==> src/pfp_pkg.sv <==
// ----------------------------------------------------------------------------
// pfp_pkg
// Shared types and constants for the three-level priority queue with
// promotion.
// ----------------------------------------------------------------------------
package pfp_pkg;

  localparam int QUEUE_DEPTH = 16;
  localparam int PTR_W = (QUEUE_DEPTH > 1) ? $clog2(QUEUE_DEPTH) : 1;
  localparam int CNT_W = $clog2(QUEUE_DEPTH + 1);

  localparam logic CMD_ENQ   = 1'b0;
  localparam logic CMD_SERVE = 1'b1;

  localparam logic [1:0] LVL_HIGH = 2'd0;
  localparam logic [1:0] LVL_MID  = 2'd1;
  localparam logic [1:0] LVL_LOW  = 2'd2;

  typedef struct packed {
    logic        cmd;
    logic [15:0] req_id;
    logic [1:0]  req_level;
  } item_t;

  typedef struct packed {
    logic        served_valid;
    logic [15:0] served_id;
    logic [1:0]  served_level;
    logic        promoted;
    logic        overflow;
  } result_t;

  typedef enum logic {
    ST_IDLE,
    ST_EXEC
  } state_t;

  typedef struct packed {
    logic load;
    logic commit;
  } ctrl_cmd_t;

  typedef struct packed {
    logic out_free;
  } ctrl_status_t;

endpackage

==> src/pfp_fifo.sv <==
// ----------------------------------------------------------------------------
// pfp_fifo
// One circular queue of ids: storage array, head index, occupancy count,
// registered read of the head entry.
// ----------------------------------------------------------------------------
module pfp_fifo (
  input  logic        clk,
  input  logic        rst,
  input  logic        push,
  input  logic        pop,
  input  logic [15:0] wdata,
  output logic [15:0] rdata,
  output logic        empty,
  output logic        full
);

  logic [15:0]              mem [pfp_pkg::QUEUE_DEPTH];
  logic [pfp_pkg::PTR_W-1:0] head;
  logic [pfp_pkg::CNT_W-1:0] count;
  logic [pfp_pkg::PTR_W:0]   sum;
  logic [pfp_pkg::PTR_W:0]   tail_wide;
  logic [pfp_pkg::PTR_W-1:0] tail;
  logic [pfp_pkg::PTR_W-1:0] head_inc;

  always_comb begin
    sum = (pfp_pkg::PTR_W + 1)'(head) + (pfp_pkg::PTR_W + 1)'(count);
    if (sum >= (pfp_pkg::PTR_W + 1)'(pfp_pkg::QUEUE_DEPTH)) begin
      tail_wide = sum - (pfp_pkg::PTR_W + 1)'(pfp_pkg::QUEUE_DEPTH);
    end else begin
      tail_wide = sum;
    end
    tail = tail_wide[pfp_pkg::PTR_W-1:0];
    if (head == pfp_pkg::PTR_W'(pfp_pkg::QUEUE_DEPTH - 1)) begin
      head_inc = '0;
    end else begin
      head_inc = head + pfp_pkg::PTR_W'(1);
    end
  end

  assign empty = (count == '0);
  assign full  = (count == pfp_pkg::CNT_W'(pfp_pkg::QUEUE_DEPTH));

  always_ff @(posedge clk) begin
    if (push) begin
      mem[tail] <= wdata;
    end
    rdata <= mem[head];
  end

  always_ff @(posedge clk) begin
    if (rst) begin
      head  <= '0;
      count <= '0;
    end else begin
      if (pop) begin
        head <= head_inc;
      end
      if (push && !pop) begin
        count <= count + pfp_pkg::CNT_W'(1);
      end else if (pop && !push) begin
        count <= count - pfp_pkg::CNT_W'(1);
      end
    end
  end

endmodule

==> src/pfp_datapath.sv <==
// ----------------------------------------------------------------------------
// pfp_datapath
// Item register, the three queues, serve/enqueue decision and the result
// register.
// ----------------------------------------------------------------------------
module pfp_datapath (
  input  logic                  clk,
  input  logic                  rst,
  input  pfp_pkg::ctrl_cmd_t    ctrl,
  output pfp_pkg::ctrl_status_t status,
  input  pfp_pkg::item_t        item,
  output logic                  result_valid,
  input  logic                  result_ready,
  output pfp_pkg::result_t      result
);

  pfp_pkg::item_t   cur;
  pfp_pkg::result_t res_next;

  logic        hi_push, hi_pop, hi_empty, hi_full;
  logic        md_push, md_pop, md_empty, md_full;
  logic        lo_push, lo_pop, lo_empty, lo_full;
  logic [15:0] hi_rdata, md_rdata, lo_rdata, hi_wdata;

  always_ff @(posedge clk) begin
    if (ctrl.load) begin
      cur <= item;
    end
  end

  always_comb begin
    hi_push  = 1'b0;
    hi_pop   = 1'b0;
    md_push  = 1'b0;
    md_pop   = 1'b0;
    lo_push  = 1'b0;
    lo_pop   = 1'b0;
    hi_wdata = cur.req_id;
    res_next = '0;
    if (cur.cmd == pfp_pkg::CMD_ENQ) begin
      case (cur.req_level)
        pfp_pkg::LVL_HIGH: begin
          hi_push           = !hi_full;
          res_next.overflow = hi_full;
        end
        pfp_pkg::LVL_MID: begin
          md_push           = !md_full;
          res_next.overflow = md_full;
        end
        pfp_pkg::LVL_LOW: begin
          lo_push           = !lo_full;
          res_next.overflow = lo_full;
        end
        default: begin
        end
      endcase
    end else if (!hi_empty) begin
      hi_pop                = 1'b1;
      res_next.served_valid = 1'b1;
      res_next.served_id    = hi_rdata;
      res_next.served_level = pfp_pkg::LVL_HIGH;
      if (!md_empty) begin
        md_pop            = 1'b1;
        hi_push           = 1'b1;
        hi_wdata          = md_rdata;
        res_next.promoted = 1'b1;
      end
    end else if (!md_empty) begin
      md_pop                = 1'b1;
      res_next.served_valid = 1'b1;
      res_next.served_id    = md_rdata;
      res_next.served_level = pfp_pkg::LVL_MID;
    end else if (!lo_empty) begin
      lo_pop                = 1'b1;
      res_next.served_valid = 1'b1;
      res_next.served_id    = lo_rdata;
      res_next.served_level = pfp_pkg::LVL_LOW;
    end
  end

  pfp_fifo u_high (
    .clk   (clk),
    .rst   (rst),
    .push  (ctrl.commit && hi_push),
    .pop   (ctrl.commit && hi_pop),
    .wdata (hi_wdata),
    .rdata (hi_rdata),
    .empty (hi_empty),
    .full  (hi_full)
  );

  pfp_fifo u_mid (
    .clk   (clk),
    .rst   (rst),
    .push  (ctrl.commit && md_push),
    .pop   (ctrl.commit && md_pop),
    .wdata (cur.req_id),
    .rdata (md_rdata),
    .empty (md_empty),
    .full  (md_full)
  );

  pfp_fifo u_low (
    .clk   (clk),
    .rst   (rst),
    .push  (ctrl.commit && lo_push),
    .pop   (ctrl.commit && lo_pop),
    .wdata (cur.req_id),
    .rdata (lo_rdata),
    .empty (lo_empty),
    .full  (lo_full)
  );

  assign status.out_free = !result_valid || result_ready;

  always_ff @(posedge clk) begin
    if (rst) begin
      result_valid <= 1'b0;
    end else if (ctrl.commit) begin
      result_valid <= 1'b1;
    end else if (result_ready) begin
      result_valid <= 1'b0;
    end
  end

  always_ff @(posedge clk) begin
    if (ctrl.commit) begin
      result <= res_next;
    end
  end

endmodule

==> src/pfp_ctrl.sv <==
// ----------------------------------------------------------------------------
// pfp_ctrl
// Controller: takes one word, then commits it once the result register
// is free.
// ----------------------------------------------------------------------------
module pfp_ctrl (
  input  logic                  clk,
  input  logic                  rst,
  input  logic                  item_valid,
  output logic                  item_ready,
  input  pfp_pkg::ctrl_status_t status,
  output pfp_pkg::ctrl_cmd_t    ctrl
);

  pfp_pkg::state_t state, state_next;

  always_ff @(posedge clk) begin
    if (rst) begin
      state <= pfp_pkg::ST_IDLE;
    end else begin
      state <= state_next;
    end
  end

  always_comb begin
    state_next  = state;
    item_ready  = 1'b0;
    ctrl        = '0;
    case (state)
      pfp_pkg::ST_IDLE: begin
        item_ready = 1'b1;
        if (item_valid) begin
          ctrl.load  = 1'b1;
          state_next = pfp_pkg::ST_EXEC;
        end
      end
      pfp_pkg::ST_EXEC: begin
        if (status.out_free) begin
          ctrl.commit = 1'b1;
          state_next  = pfp_pkg::ST_IDLE;
        end
      end
      default: begin
        state_next = pfp_pkg::ST_IDLE;
      end
    endcase
  end

endmodule

==> src/three_level_priority_fifo_promote.sv <==
// ----------------------------------------------------------------------------
// three_level_priority_fifo_promote
// Three strict-priority id queues (high, middle, low) with promotion of
// the middle head, if any, into high whenever high serves an id.
//
// Input channel item_valid/item_ready carries one word: cmd (enqueue or
// serve), req_id and req_level. Output channel result_valid/result_ready
// carries one result word per input word: served id and level, promoted
// and overflow flags.
// The result is registered at the commit, which follows acceptance once
// the output register is free; the registered head read of the queue
// memories settles while the word is loaded, the commit comes in ST_EXEC.
// One word is in flight at a time; the next word is taken while a result
// still waits in the output register.
// Reset: all three queues become empty and result_valid clears;
// no clearing pass is needed.
// Receiver stall: the commit of the word in flight waits until the
// output register is taken; input stalls behind it.
// ----------------------------------------------------------------------------
module three_level_priority_fifo_promote (
  input  logic             clk,
  input  logic             rst,
  input  logic             item_valid,
  output logic             item_ready,
  input  pfp_pkg::item_t   item,
  output logic             result_valid,
  input  logic             result_ready,
  output pfp_pkg::result_t result
);

  pfp_pkg::ctrl_cmd_t    ctrl;
  pfp_pkg::ctrl_status_t status;

  pfp_ctrl u_ctrl (
    .clk        (clk),
    .rst        (rst),
    .item_valid (item_valid),
    .item_ready (item_ready),
    .status     (status),
    .ctrl       (ctrl)
  );

  pfp_datapath u_datapath (
    .clk          (clk),
    .rst          (rst),
    .ctrl         (ctrl),
    .status       (status),
    .item         (item),
    .result_valid (result_valid),
    .result_ready (result_ready),
    .result       (result)
  );

  a_one_in_flight: assert property (@(posedge clk) disable iff (rst)
    item_valid && item_ready |=> !item_ready)
    else $error("second word accepted while one is in flight");

  a_serve_no_ovf: assert property (@(posedge clk) disable iff (rst)
    result_valid && result.served_valid |-> !result.overflow)
    else $error("overflow reported on a served word");

  a_none_zero: assert property (@(posedge clk) disable iff (rst)
    result_valid && !result.served_valid |->
      result.served_id == 16'd0 && !result.promoted &&
      result.served_level == pfp_pkg::LVL_HIGH)
    else $error("empty result carries data");

  a_promote_high: assert property (@(posedge clk) disable iff (rst)
    result_valid && result.promoted |->
      result.served_valid && result.served_level == pfp_pkg::LVL_HIGH)
    else $error("promotion without a high serve");

endmodule

==> config.mk <==
export PLATFORM = sky130hd
export DESIGN_NAME = three_level_priority_fifo_promote
export DESIGN_NICKNAME = d
export VERILOG_FILES = /design/src/pfp_pkg.sv /design/src/pfp_fifo.sv /design/src/pfp_datapath.sv /design/src/pfp_ctrl.sv /design/src/three_level_priority_fifo_promote.sv
export SDC_FILE = /design/constraint.sdc
export NUM_CORES = 1
export LEC_CHECK = 0
export BUFFER_PORTS_ARGS = -buffer_cell sky130_fd_sc_hd__buf_4
export CORE_MARGIN = 2
export CORE_UTILIZATION = 64
export DETAILED_ROUTE_END_ITERATION = 6
export PLACE_DENSITY = 0.86
export SLEW_MARGIN = 10
export SYNTH_ARGS = -nofsm -noshare
export SYNTH_HDL_FRONTEND = slang
export SYNTH_SLANG_ARGS = --single-unit
==> constraint.sdc <==
create_clock -name clk -period 9.5 [get_ports clk]
set_clock_uncertainty 0.2 [all_clocks]
set_input_delay 1.9 -clock clk [delete_from_list [all_inputs] [get_ports clk]]
set_output_delay 1.9 -clock clk [all_outputs]
set_load 0.05 [all_outputs]
After elaboration in Yosys (flattened, before gate mapping)
Memory sizes are Yosys's and may differ from the RTL's. A register that Yosys moved wholly into a read port is not among the register bits.
Cells that the tools add are included.
{ "totals": {"ff_bits": 69, "ram_bits": 768, "word_cells": 129, "memories": 3} }
{ "classes": {"n_addsub": 15, "n_lt_le_gt_ge": 3, "eq_ne": 8, "n_mux": 49, "bitwise": 1, "n_reduce_logical": 33} }
{ "memory_table": {"columns": ["memory", "words", "width", "read_ports", "rd_clocked_by_memory_dff", "write_ports", "line_no", "source"], "rows": [
  ["u_datapath.u_high.mem", 16, 16, 1, 1, 1, "pfp_fifo.sv:17", "logic [15:0] mem [pfp_pkg::QUEUE_DEPTH];"],
  ["u_datapath.u_low.mem", 16, 16, 1, 1, 1, "pfp_fifo.sv:17", null],
  ["u_datapath.u_mid.mem", 16, 16, 1, 1, 1, "pfp_fifo.sv:17", null]
]} }
{ "ops": {"columns": ["cell", "n"], "rows": [
  ["19-bit two-way mux", 3],
  ["16-bit two-way mux", 3],
  ["5-bit two-way mux", 6],
  ["1-bit two-way mux", 29],
  ["4-bit two-way mux", 6],
  ["4-bit by 5-bit adder with 5-bit output", 3],
  ["5-bit by 1-bit adder with 5-bit output, second input constant", 3],
  ["5-bit == test, second input constant", 3],
  ["5-bit >= comparator, second input constant", 3],
  ["5-bit zero test", 3],
  ["5-bit by 1-bit subtractor with 5-bit output, second input constant", 3],
  ["4-bit by 1-bit adder with 4-bit output, second input constant", 3],
  ["4-bit == test, second input constant", 3],
  ["1-bit logical AND", 12],
  ["4-bit by 1-bit subtractor with 4-bit output, second input constant", 3],
  ["1-bit zero test", 10],
  ["2-bit nonzero test", 4],
  ["1-bit case mux with 3 select lines", 1],
  ["3-bit AND reduction", 1],
  ["2-bit by 1-bit == test with 1-bit output, second input constant", 1],
  ["2-bit == test, second input constant", 1],
  ["2-bit zero test", 1],
  ["1-bit case mux with 2 select lines", 1],
  ["2-bit AND reduction", 1],
  ["other kinds (2)", 2]
]} }

Longest topological paths before layout
Gate-level depths: netlist of the first run.
{ "depth": {"depth_word": 9, "mapped_depth": 12, "ltp_nobuf": 12} }

Modules after synthesis
Synthesis of the first run repeated with hierarchy kept, for this count alone.
{ "hier_totals": {"cells_unflattened": 1670, "hier_area_um2": 33981.3} }
{ "modules_own_cells": {"columns": ["module", "instances", "cells_each", "area_per_inst_um2", "seq_area_each_um2"], "rows": [
  ["pfp_fifo", 3, 510, 10686.5, 8187.9],
  ["pfp_datapath", 1, 134, 1866.8, 1221.2],
  ["pfp_ctrl", 1, 6, 55.1, 20.0]
]} }

Worst setup path before layout of the first run
Ideal clock, no wire load.
{ "synth_timing": {"path_type": "input to register", "from": "input port result_ready", "to": "memory u_datapath.u_high.mem[5][0], enable pin", "arrival_ns": 4.138, "required_ns": 8.870, "setup_slack_ns": 4.732, "path_stages": 4, "path_buffers": 0, "cell_sequence": "and2b_2 -> nor4_1 -> a2bb2oi_1 -> nor4_1"} }
{ "synth_between": {"elab_chain_len": 6} }
{ "synth_rtl": {"columns": ["element", "line_no", "source"], "rows": [
  ["start, declared", "three_level_priority_fifo_promote.sv:27", "input logic result_ready,"],
  ["1-bit logical OR", "pfp_datapath.sv:114", "assign status.out_free = !result_valid || result_ready;"],
  ["1-bit two-way mux", "pfp_ctrl.sv:38", "if (status.out_free) begin"],
  ["1-bit two-way mux", "pfp_ctrl.sv:29", "case (state)"],
  ["1-bit logical AND", "pfp_datapath.sv:84", ".push (ctrl.commit && hi_push),"],
  ["1-bit two-way mux", "pfp_fifo.sv:44", "if (push) begin"],
  ["1-bit two-way mux (not written as such)", "pfp_fifo.sv:45", "mem[tail] <= wdata;"],
  ["end, declared", "pfp_fifo.sv:17", null]
]} }
No other way between the ends.

Worst setup path in the final report of the first run
{ "layout_timing": {"from": "input port result_ready", "to": "register u_datapath.u_high.count[4] (netlist bit)"} }
{ "layout_between": {"elab_chain_len": 7, "elab_cells_between_ends": 11, "cone_classes": "mux (3); reduce/logical (8)"} }
{ "layout_rtl": {"columns": ["element", "line_no", "source"], "rows": [
  ["1-bit logical OR (*)", "pfp_datapath.sv:114", null],
  ["1-bit two-way mux (*)", "pfp_ctrl.sv:38", null],
  ["1-bit two-way mux (*)", "pfp_ctrl.sv:29", null],
  ["1-bit logical AND (on tied branches)", "pfp_datapath.sv:85, pfp_datapath.sv:84", null],
  ["1-bit zero test (on tied branches)", "pfp_fifo.sv:58, pfp_fifo.sv:60", null],
  ["1-bit logical AND (on tied branches)", "pfp_fifo.sv:58, pfp_fifo.sv:60", null],
  ["5-bit two-way mux / 2-bit nonzero test (equally long branches)", null, null],
  ["end signal, assigned", "pfp_fifo.sv:59", "count <= count + pfp_pkg::CNT_W'(1);"],
  ["end signal, assigned", "pfp_fifo.sv:61", "count <= count - pfp_pkg::CNT_W'(1);"],
  ["end, declared", "pfp_fifo.sv:19", "logic [pfp_pkg::CNT_W-1:0] count;"]
]} }
Mark *: on every way between the ends. The rest lies on a longest branch, timed or not.
A chain may end at the register's enable or synchronous reset.

==> summary.md, run 1 <==
| Metric | Value |
|---|---|
| Final Cycle Share | 48.0% |
| Critical Path Slowest Stage Cell | a2111oi_2 |
| Core Box Area | 52800 sq um |
| Vias in the first global route | 18400 |
| Worst-path maximum fanout | 6 |
| Htree depth | 3 |
| Synthesized flop and latch total | 885 |
| Post-CTS Setup Inserts | 0 |
| CTS Buf Count | 85 |
| Leak | 12.3 nW |
| CP Depth | 12 |
| Power Total | 8.08 mW |
| Outcome | complete, no violations |
| Worst endpoint data arrival time | 4.90 ns |
| Most frequent cells in the layout | 808 x edfxtp_1, 192 x mux4_2, 122 x buf_4 |
| Peak supply drop | 0.203 mV |
| WL final | 78200 um |
| Netlist Area Pre-Place | 34300 sq um |
| Wl on met1 | 28300 um |
| Initial core utilization | 65.0% |
| Via density | 6.81 |
| Routed Antenna Nets | 0 |
| CP cell instances | buf_4 > and2b_2 > a2111oi_2 > inv_1 > ha_1 > inv_1 > ha_1 > a21o_1 > a21oi_1 > xnor2_1 > or3_1 > a21oi_1 |
| Hold Crit Class | flip-flop to flip-flop |
| Largest net degree at the start of global routing | 71 |
| TNS Setup | 0 ns |
| GP Congestion | 0.820 |
| Setup violators final | 0 |
| Final slew viol count | 0 |
| Final HPWL DP | 42900 um |
| Nets | 1911 |
| Yosys top cell by area | edfxtp_1 |
| Most common cell after layout, fill and taps aside | edfxtp_1 |
| Clock sinks | 885 |
| IO Pins | 46 |
| GR Util All Layers | 28.8% |
| Chip height | 235 um |
| Number of DRC markers in iteration 0 | 2342 |
| CTS resizes | 0 |
| Layout cells sized above 1 | 24.0% |
| Kind of critical path | input port to flip-flop |
| Setup crit start kind | input port |
| Slew HR | 34.3% |
| Min Tclk post-route | 4.56 ns |
| Count of different cell masters after synthesis | 50 |
| Setup WS pre-CTS | 4.31 ns |
| PwrDens | 211 nW/um^2 |
| Clock root cell | clkbuf_16 |
| CTS tree | built |
| Hold path depth | 2 |
| Crit path capture type | flip-flop |
| Drt first pass iters | 5 |
| Rows | 84 |
| Least-Margin Pin Slew | 0.985 ns |
| Die area | 55500 sq um |
| Initial antenna violation count | 2 |
| Worst Path Required | 9.84 ns |
| Metal3 WL | 8420 um |
| Cells after Synth | 1738 |
| Max Buffers Root-to-Sink | 3 |
| Synth Area per Inst | 19.7 sq um |
| # hold bufs at CTS | 0 |
| YS warnings | 0 |
| Final worst slack | 4.94 ns |
| Detailed-route via count | 17800 |
| Grt total ovfl | 0 |
| Top-area cell type share of the netlist area | 70.8% |
| Critical path's largest stage delay | 0.77 ns |
| CTS clk-pin slew, worst paths | 0.06 ns |
| Clock Latency Late Sink | 0.64 ns |
| Post-synthesis sequential area ratio | 75.2% |
| Syn_nets | 1792 |
| RSZ-0062 raised after global routing | no |
| Met2 WL | 38200 um |
| Die W | 235 um |
| Delay-heaviest family, CP | compound AO/OA/AOI/OAI gates |
| Synth top area cells | edfxtp_1 71%, mux4_2 13%, dfxtp_1 4.5% |
| F_max | 219 MHz |
| Port buffer count | 45 |
| Buffers and inverters on the worst path | 3 |
| Worst Reg-to-Reg Cells | 12 |
| DR top layer | met4 |
| Wire length per cell | 29.9 um |
| Antenna diodes | 0 |
| Number of remaining DRC errors | 0 |
| First-pass GRT wire length | 117000 um |
| Final Hold Viols | 0 |
| Max-cap violation count | 0 |
| Area delta synth->final | 11.9% |
## synth_stat cells (all sizes together)
cell	n
mux4	192
nor4	5
or3	4
o21ai	3
nor3	4
ha	25
a21o	8
nand3b	6
a311oi	2
a211oi	48
mux2	2
or2b	1
a2111oi	1
or3b	2
a31oi	3
edfxtp	808
o2111a	1
mux2i	60
buf	40
nor4b	1
a22oi	16
nand2b	4
nor2b	51
and2b	1
dfxtp	77
inv	18
xor2	15
a41oi	2
o221ai	1
xnor2	12
or4	2
a21oi	70
clkbuf	50
a2bb2oi	1
fa	6
nor2	83
nand4	2
and3	2
nand3	9
nand2	100
## area by class of cell
class | instances | area [sq um]
sequential | 885 | 25800
clock inverter | 28 | 303
clock buffer | 129 | 2420
fill | 2820 | 14400
tap | 688 | 861
timing repair buffer | 122 | 916
inverter | 18 | 67.6
multi-input combinational | 745 | 7970
## cell families (layout without fill, tap and decap cells)
group / Yosys count / after routing / synth area share (%)
AO/OA/AOI/OAI: 156 / 156 / 2.98
XOR/XNOR: 27 / 27 / 0.690
adder cells (fa/ha/maj): 31 / 31 / 1.26
buffers and inverters: 108 / 297 / 1.55
flip-flops: 885 / 885 / 75.2
multiplexers: 254 / 254 / 14.4
AND/OR/NAND/NOR: 277 / 277 / 3.84
## where the power goes
group          internal [mW]  switching (mW)  leakage, nW
sequential              4.31          0.0430         7.93
combinational          0.135           0.273         3.08
clock                   1.90            1.41         1.32
## state kept, by name, summed over array words and instances (netlist names), 16 cells and up
register / count
u_datapath.result: 21
u_datapath.u_mid.rdata: 16
u_datapath.u_low.mem: 256
u_datapath.u_high.mem: 256
u_datapath.u_low.rdata: 16
u_datapath.u_high.rdata: 16
u_datapath.cur: 19
u_datapath.u_mid.mem: 256
## tightest hold or removal path, delay by kind of cell (launching register included)
kind,cells,cell delay (ns)
flops,1,0.31
simple gates,2,0.09
## path summary, 6_finish.rpt
kind,from,slack (ns),end
max,result_ready,4.94,u_datapath.u_high.count[4]
min reg2reg,u_datapath.u_high.rdata[6],0.31,u_datapath.result[10]
min,u_datapath.u_high.rdata[6],0.31,u_datapath.result[10]
max reg2reg,u_datapath.u_mid.count[1],5.20,u_datapath.u_high.count[4]
## metal layers
layer,GRT usage [%],up-vias
met2,46.1,1314
li1,-,7216
met4,12.1,0
met5,0,-
met1,39.7,9071
met3,5.59,214
## metrics by stage
stage,cell area (sq um),std cells,hold slack (ns),utilization (%)
floorplan,34300,1738,0.267,-
global placement,35600,2458,0.287,67.5
detailed placement,35600,2458,0.295,67.5
CTS,38400,2615,0.309,72.7
global route,38400,2615,0.324,72.7
finish,38400,2615,0.308,72.7
Power figures use the tool's default switching activity.
==> run 2: changes to the inputs <==
--- a/config.mk
+++ b/config.mk
@@ -7,9 +7,9 @@
 export LEC_CHECK = 0
 export BUFFER_PORTS_ARGS = -buffer_cell sky130_fd_sc_hd__buf_4
 export CORE_MARGIN = 2
-export CORE_UTILIZATION = 64
+export CORE_UTILIZATION = 56
 export DETAILED_ROUTE_END_ITERATION = 6
-export PLACE_DENSITY = 0.86
+export PLACE_DENSITY = 0.8
 export SLEW_MARGIN = 10
 export SYNTH_ARGS = -nofsm -noshare
 export SYNTH_HDL_FRONTEND = slang
==> constraint.sdc (replaced) <==
create_clock -name clk -period 4 [get_ports clk]
set_clock_uncertainty 0.2 [all_clocks]
set_input_delay 0.8 -clock clk [delete_from_list [all_inputs] [get_ports clk]]
set_output_delay 0.8 -clock clk [all_outputs]
set_load 0.05 [all_outputs]
==> run 2 against run 1 <==
The run now ends with DRC left. Clock power up 130%. Worst setup slack worse by 4.5 ns. Critical path depth unchanged. Power up 140%. Critical endpoint unchanged. Largest cell class unchanged. Highest routed layer is now met5.
==> summary.md, run 2 (synthesized netlist as in run 1, its figures left out) <==
| Metric | Value |
|---|---|
| Outcome | complete, but fails checks |
| Rows | 90 (+7.1%) |
| Least-Margin Pin Slew | 1.22 ns (+0.239 ns) |
| Clock Latency Late Sink | 0.64 ns (about the same) |
| Comb power frac | 4.9% (-0.2 points) |
| Number of DRC markers in iteration 0 | 1938 (-17%) |
| Post-CTS Setup Inserts | 0 (unchanged) |
| RSZ-0062 raised after global routing | no |
| Setup crit start kind | flip-flop |
| Crit path capture type | flip-flop |
| TNS Setup | 0 ns (unchanged) |
| Area delta synth->final | 12.7% |
| Hold path depth | 1 (-1) |
| Most common cell after layout, fill and taps aside | edfxtp_1 |
| Kind of critical path | flip-flop to flip-flop |
| Worst-path maximum fanout | 7 (+1) |
| Slew HR | 18.3% (-16 points) |
| Port buffer count | 45 (unchanged) |
| Min Tclk post-route | 3.57 ns |
| F_max | 280 MHz |
| Drt first pass iters | 7 (+2) |
| Leak | 12.4 nW (+0.82%) |
| Die W | 251 um (+6.8%) |
| GP Congestion | 0.841 (+2.5%) |
| Peak supply drop | 0.419 mV (+110%) |
| WL final | 74900 um (-4.1%) |
| CTS tree | built |
| Via density | 6.29 (-7.7%) |
| Hold Crit Class | input port to flip-flop |
| Max Buffers Root-to-Sink | 3 (unchanged) |
| Layout cells sized above 1 | 24.5% (+0.43 points) |
| Net Sw Frac | 21.4% (+0.039 points) |
| Final Cycle Share | 89.2% |
| CTS Buf Count | 85 (unchanged) |
| Clock root cell | clkbuf_16 |
| Number of remaining DRC errors | 1 (+1) |
| # hold bufs at CTS | 0 (unchanged) |
| Initial antenna violation count | 3 (+1) |
| Htree depth | 3 (unchanged) |
| First-pass GRT wire length | 112000 um (-4.1%) |
| Vias in the first global route | 17600 (-4.3%) |
| CTS clk-pin slew, worst paths | 0.06 ns (about the same) |
| Power Total | 19.0 mW (+140%) |
| FF-to-FF setup slack | 0.43 ns (-4.77 ns) |
| Violated checks | DRC |
| Biggest regs | u_datapath.u_high.mem (256), u_datapath.u_low.mem (256), u_datapath.u_mid.mem (256) |
| Clk pwr share | 40.6% (-0.4 points) |
| Core Box Area | 60500 sq um (+15%) |
| Hold Path Sink | u_datapath.cur[12] |
| Initial core utilization | 56.7% (-8.3 points) |
| Capturing point of the worst reg2reg path | u_datapath.u_high.count[4] |
| Worst endpoint data arrival time | 3.93 ns (-0.97 ns) |
| Max-cap violation count | 0 (unchanged) |
| Nets | 1930 (+0.99%) |
| Chip height | 251 um (+6.8%) |
| Worst Path Required | 4.36 ns (-5.48 ns) |
| R2R Path Start | u_datapath.u_mid.count[1] |
| Most frequent cells in the layout | 808 x edfxtp_1, 192 x mux4_2, 137 x buf_4 |
| Detailed-route via count | 17200 (-3.7%) |
| IO Pins | 46 (unchanged) |
| Die area | 63200 sq um (+14%) |
| Final Hold Viols | 0 (unchanged) |
| Hold_sp | item[12] |
| Int Pwr | 14.9 mW (+140%) |
| Routed Antenna Nets | 0 (unchanged) |
| Wire length per cell | 27.5 um (-8.1%) |
| Largest net degree at the start of global routing | 70 (-1.4%) |
| Final HPWL DP | 43300 um (+1.1%) |
| Grt total ovfl | 0 (unchanged) |
| Flop pwr share | 54.4% (+0.5 points) |
| Clock sinks | 885 (unchanged) |
| Setup violators final | 0 (unchanged) |
| CTS resizes | 0 (unchanged) |
| Worst Reg-to-Reg Cells | 12 (unchanged) |
| PwrDens | 492 nW/um^2 (+130%) |
| GR Util All Layers | 24.3% (-4.5 points) |
| Final slew viol count | 0 (unchanged) |
| Antenna diodes | 0 (unchanged) |
| Switch Pwr | 4.07 mW (+140%) |
-- run 2: power groups by stage --
stage                     clock (mW)  sequential [mW]  combinational [mW]
after global placement             0             10.5               0.897
after floorplan                    0             10.6               0.527
after CTS                       7.82             10.3               0.938
after global routing            8.15             10.3                1.01
after detailed placement           0             10.5               0.929
final                           7.72             10.3               0.937
-- run 2: critical path: stages, from the launching register on --
cell and delay [ns]:
dfxtp_1 0.39, or4_4 0.61, o221ai_4 0.19, a2bb2oi_1 0.41
inv_2 0.11, ha_1 0.23, inv_1 0.14, ha_1 0.29
a21o_1 0.20, a21oi_1 0.18, xnor2_1 0.10, or3_1 0.30
a21oi_1 0.14
-- run 2: final cells by class --
| class | count | area [sq um] |
|---|---|---|
| fillers | 3820 | 21800 |
| flip-flops and latches | 885 | 25800 |
| well taps | 782 | 978 |
| clock inverters | 42 | 368 |
| multi-input cells | 745 | 7960 |
| repair buffers | 141 | 1110 |
| clock buffers | 115 | 2320 |
| inverters | 18 | 67.6 |
-- run 2: routing by layer --
metal  share of wire, %  track usage, %
met1                 39            33.6
met2                 49            39.0
met3                9.0            5.03
met4                3.4            8.54
met5              0.013               0
-- run 2: worst max path at each step --
stage,depth (start not counted),end,start,slack [ns]
floorplan,4,u_datapath.u_high.mem[5][0],result_ready,0.33
global placement,11,u_datapath.u_low.count[4],result_ready,0.33
detailed placement,11,u_datapath.u_low.count[4],result_ready,0.34
CTS,10,u_datapath.u_low.count[4],u_datapath.u_high.count[1],0.47
global route,12,u_datapath.u_high.count[4],u_datapath.u_high.count[0],0.21
finish,12,u_datapath.u_high.count[4],u_datapath.u_mid.count[1],0.43
-- run 2: through the flow --
stage	hold WS [ns]	util [%]	setup WS (ns)	cells	instance area [sq um]
after CTS	0.0966	63.9	0.465	2728	38600
after floorplan	0.267	-	0.332	1738	34300
after global routing	0.103	63.9	0.209	2728	38600
final	0.129	63.9	0.432	2728	38600
after global placement	0.290	59.4	0.330	2571	35900
after detailed placement	0.289	59.4	0.335	2571	35900
